`src/sv/ssuvr_div.sv`:
```
module ssuvr_div #(
  parameter int NB = 33,
  parameter int DB = 16
) (
  input  logic          clk,
  input  logic          en,
  input  logic [NB-1:0] num,
  input  logic [DB-1:0] den,
  output logic [NB-1:0] quo
);

  logic [DB-1:0] rem_r [NB];
  logic [NB-1:0] nq_r  [NB];
  logic [DB-1:0] den_r [NB];
  logic [DB-1:0] rem_nxt [NB];
  logic [NB-1:0] nq_nxt  [NB];

  always_comb begin
    logic [DB-1:0] rin;
    logic [NB-1:0] nin;
    logic [DB-1:0] din;
    logic [DB:0]   t;
    logic          ge;
    for (int i = 0; i < NB; i++) begin
      if (i == 0) begin
        rin = '0;
        nin = num;
        din = den;
      end else begin
        rin = rem_r[i-1];
        nin = nq_r[i-1];
        din = den_r[i-1];
      end
      t  = {rin, nin[NB-1]};
      ge = (t >= {1'b0, din});
      rem_nxt[i] = ge ? DB'(t - {1'b0, din}) : t[DB-1:0];
      nq_nxt[i]  = {nin[NB-2:0], ge};
    end
  end

  always_ff @(posedge clk) begin
    if (en) begin
      den_r[0] <= den;
      for (int i = 0; i < NB; i++) begin
        rem_r[i] <= rem_nxt[i];
        nq_r[i]  <= nq_nxt[i];
      end
      for (int i = 1; i < NB; i++) begin
        den_r[i] <= den_r[i-1];
      end
    end
  end

  assign quo = nq_r[NB-1];

endmodule

```
`config.mk`:
```
export PLATFORM = sky130hd
export DESIGN_NAME = ssuvr_div
export DESIGN_NICKNAME = d
export VERILOG_FILES = /design/src/sv/ssuvr_div.sv
export SDC_FILE = /design/constraint.sdc
export NUM_CORES = 2
export LEC_CHECK = 0
export BUFFER_PORTS_ARGS = -buffer_cell sky130_fd_sc_hd__buf_2
export CORE_ASPECT_RATIO = 0.5
export CORE_MARGIN = 2
export CORE_UTILIZATION = 48
export DETAILED_ROUTE_END_ITERATION = 12
export GPL_ROUTABILITY_DRIVEN = 0
export PLACE_DENSITY = 0.6
export REMOVE_ABC_BUFFERS = 1
export SLEW_MARGIN = 15
export SYNTH_ARGS = -nofsm -noshare
export SYNTH_HDL_FRONTEND = slang
export SYNTH_SLANG_ARGS = --single-unit
```
`constraint.sdc`:
```
create_clock -name clk -period 5.35 [get_ports clk]
set_input_delay 1.07 -clock clk [delete_from_list [all_inputs] [get_ports clk]]
set_output_delay 1.07 -clock clk [all_outputs]
set_load 0.01 [all_outputs]
```
==> results_dict.tcl <==
set metrics [dict create \
    drt_first_pass_iters 6 \
    slew_viol_final 0 \
    coreArea_um2 193300 \
    hold_viol 0 \
    crit_fanout 16 \
    synth_edf_count 2113 \
    slowest_stage "o32a_1" \
    io-pin-count 84 \
    arrival_ns 4.58 \
    worst_pin_slew_ns 1.143 \
    clkTransAtPathRegs_ns 0.07 \
    setup_ws_ns 1.333 \
    setup_viol_count_final 0 \
    grtUsageTotal 0.1581 \
    cts_resized 0 \
    yosysTopAreaCellShare 0.6792 \
    synth_area_leaders "edfxtp_1, ha_1, mux2_2, inv_1, xnor2_1" \
    num_rows 114 \
    vias 50635 \
    seq_area_frac_synth 0.6792 \
    dp_cells 9118 \
    fill_cells 15525 \
    max_freq_ghz 0.2490 \
    wl_mm 160.1 \
    cts_hold_buf 0 \
    synthDistinctLibCells 78 \
    stdcell_area_um2 103700 \
    path_common_cell "o21ai_0" \
    antenna_found_initial 0 \
    place_ws_ns 1.228 \
    hold_ws_ns 0.3832 \
    cts_buffers 193 \
    hp-class "flip-flop to flip-flop" \
    cp-end-kind "flip-flop" \
    via_per_inst 5.350 \
    grt_overflow_total 0 \
    ant_nets 0 \
    p_per_area_nw_per_um2 554.4 \
    grt_pass1_vias 52506 \
    grt_pass1_wl_mm 259.0 \
    maxCapViolCount 0 \
    async_reset_ff_frac 0 \
    multi_input_area_um2 27190 \
    synthFlopType "edfxtp_1" \
    start_kind "flip-flop" \
    p_leak_nw 39.79 \
    synth-seq-cells 2113 \
    syn_inst 6435 \
    hpwl_mm 109.7 \
    htree_levels 4 \
    dieArea_um2 198400 \
    period_needed_ns 4.017 \
    cts_root_buf "clkbuf_16" \
    die_x_um 627.9 \
    grt_setup_unrepaired "false" \
    synth_top_cell_by_area "edfxtp_1" \
    diodes 0 \
    areaGrowthSynthToFinish_pct 10.96 \
    cts_setup_buffers 0 \
    seq_area_um2 63450 \
    tns_ns 0 \
    power.total_mw 57.47 \
    relSlewSlack 0.2379 \
    initial_utilization 0.4834 \
    clock_latency_ns 0.83 \
    cts_tree "yes" \
    postPlaceCellArea_um2 97520 \
    crit_buf_inv 1 \
    required_ns 5.91 \
    cp_top_family "compound AO/OA/AOI/OAI gates" \
    ys_warn_count 0 \
    drt_iter0_drc 3393 \
    clock_skew_ns 0.05868 \
    drive_gt1_frac 0.1094 \
    clockBufferDepth 4 \
    cts.sinks 2113 \
    worst_path_largest_cell_delay_ns 0.77 \
    netlist_area_um2 93420 \
    layout.nets 7300 \
    fin_cells 9464 \
    final_util 0.5364 \
    syn_avg_cell_area_um2 14.52 \
    die_h_um 316.0 \
    drt-wirelength-per-cell_um 16.92 \
    period_share 0.7508 \
    vdd_drop_max_v 0.0002916 \
    grt_max_degree 132 \
    numPortBuffers 83 \
    worst-setup-path-type "flip-flop to flip-flop" \
    outcome "complete, no violations" \
    path_cells "inv_1 > ha_1 > nor2b_1 > o21ai_0 > a21boi_0 > o31ai_1 > a311oi_1 > a31oi_1 > o21ai_0 > o32a_1 > mux2_2" \
    drcViolationCount 0 \
]
## worst reg2reg max path: stages, from the launching register on
cell and delay, ns:
edfxtp_1 0.40, inv_1 0.08, ha_1 0.29, nor2b_1 0.13, o21ai_0 0.10, a21boi_0 0.34
o31ai_1 0.23, a311oi_1 0.42, a31oi_1 0.22, o21ai_0 0.37, o32a_1 0.77, mux2_2 0.43
## kinds of logic after synthesis
kind of cell / synth area share
AOI/OAI and AO/OA: 0.07819
xor gates and xnor gates: 0.03150
adders and majority gates: 0.07548
buffers and inverters: 0.03079
DFF: 0.6792
muxes: 0.04288
and+or+nand+nor: 0.06198
## Yosys cell counts (10+ instances only)
library cell and count:
nand2b_1 59, a211o_1 13, nand4_1 70, o31a_1 14
and2_1 13, a31oi_1 39, clkbuf_1 37, nor3_1 108
edfxtp_1 2113, a211oi_1 28, o21bai_1 10, a21o_1 132
mux2i_1 59, a311oi_1 10, and3_1 25, o41ai_1 22
a41oi_1 10, or3_1 22, inv_1 686, nor2b_1 78
or4_1 15, ha_1 514, mux2_2 293, fa_1 31
o21ai_0 275, nand2_1 281, or2_2 16, o211ai_1 21
xnor2_1 218, a21oi_1 289, nand3_1 84, o21a_1 61
xor2_1 118, nor4_1 29, o31ai_1 50, buf_2 22
a21boi_0 59, and4_1 11, o2111ai_1 13, o311ai_0 12
nor2_1 366
## routing by layer
metal / wire [um] / up-vias / track usage
li1: - / 24532 / -
met1: 63960 / 24818 / 0.1760
met2: 83900 / 881 / 0.2968
met3: 5445 / 404 / 0.02620
met4: 6830 / 0 / 0.07271
met5: 0 / - / 0
## where the power goes
group	internal, mW	switching, mW
Clock	7.70	5.92
Sequential	22.5	1.47
Combinational	9.15	10.7
## placed cells by master, fill, tap and decap left out, drive strengths merged, types with 16 or more instances in the layout
cell	instances
clkbuf	239
o21ai	278
edfxtp	2113
nand2	281
mux2	301
a21oi	291
buf	140
nor3	108
bufinv	21
xnor2	218
and3	25
a31oi	39
xor2	118
nor2	366
mux2i	59
a211oi	30
nor4	30
o31ai	53
fa	31
or4	16
a21o	132
or3	22
o211ai	21
nand4	70
a21boi	59
ha	514
or2	16
o21a	61
inv	686
nor2b	79
o41ai	24
nand3	84
nand2b	59
clkinv	77
## registers in the layout (all words and copies together), names as in the netlist
name / cells
rem_r: 512
nq_r: 1089
den_r: 512
## final timing paths
| path | cells after the start | slack, ns | from | endpoint |
|---|---|---|---|---|
| min | 0 | 0.38 | nq_r[4][25] | nq_r[5][26] |
| max | 11 | 1.33 | den_r[0][1] | rem_r[0][19] |
| max reg2reg | 11 | 1.33 | den_r[0][1] | rem_r[0][19] |
| min reg2reg | 0 | 0.38 | nq_r[4][25] | nq_r[5][26] |
## area by class of cell
cell class | instances | share of cell area
clock buffers | 239 | 0.04867
clock inverters | 106 | 0.01037
inverters | 686 | 0.02484
multi-input cells | 3570 | 0.2623
flip-flops and latches | 2113 | 0.6121
well taps | 2610 | 0.03150
repair buffers | 140 | 0.01028
Note: power is estimated with default switching activity, not from simulation.
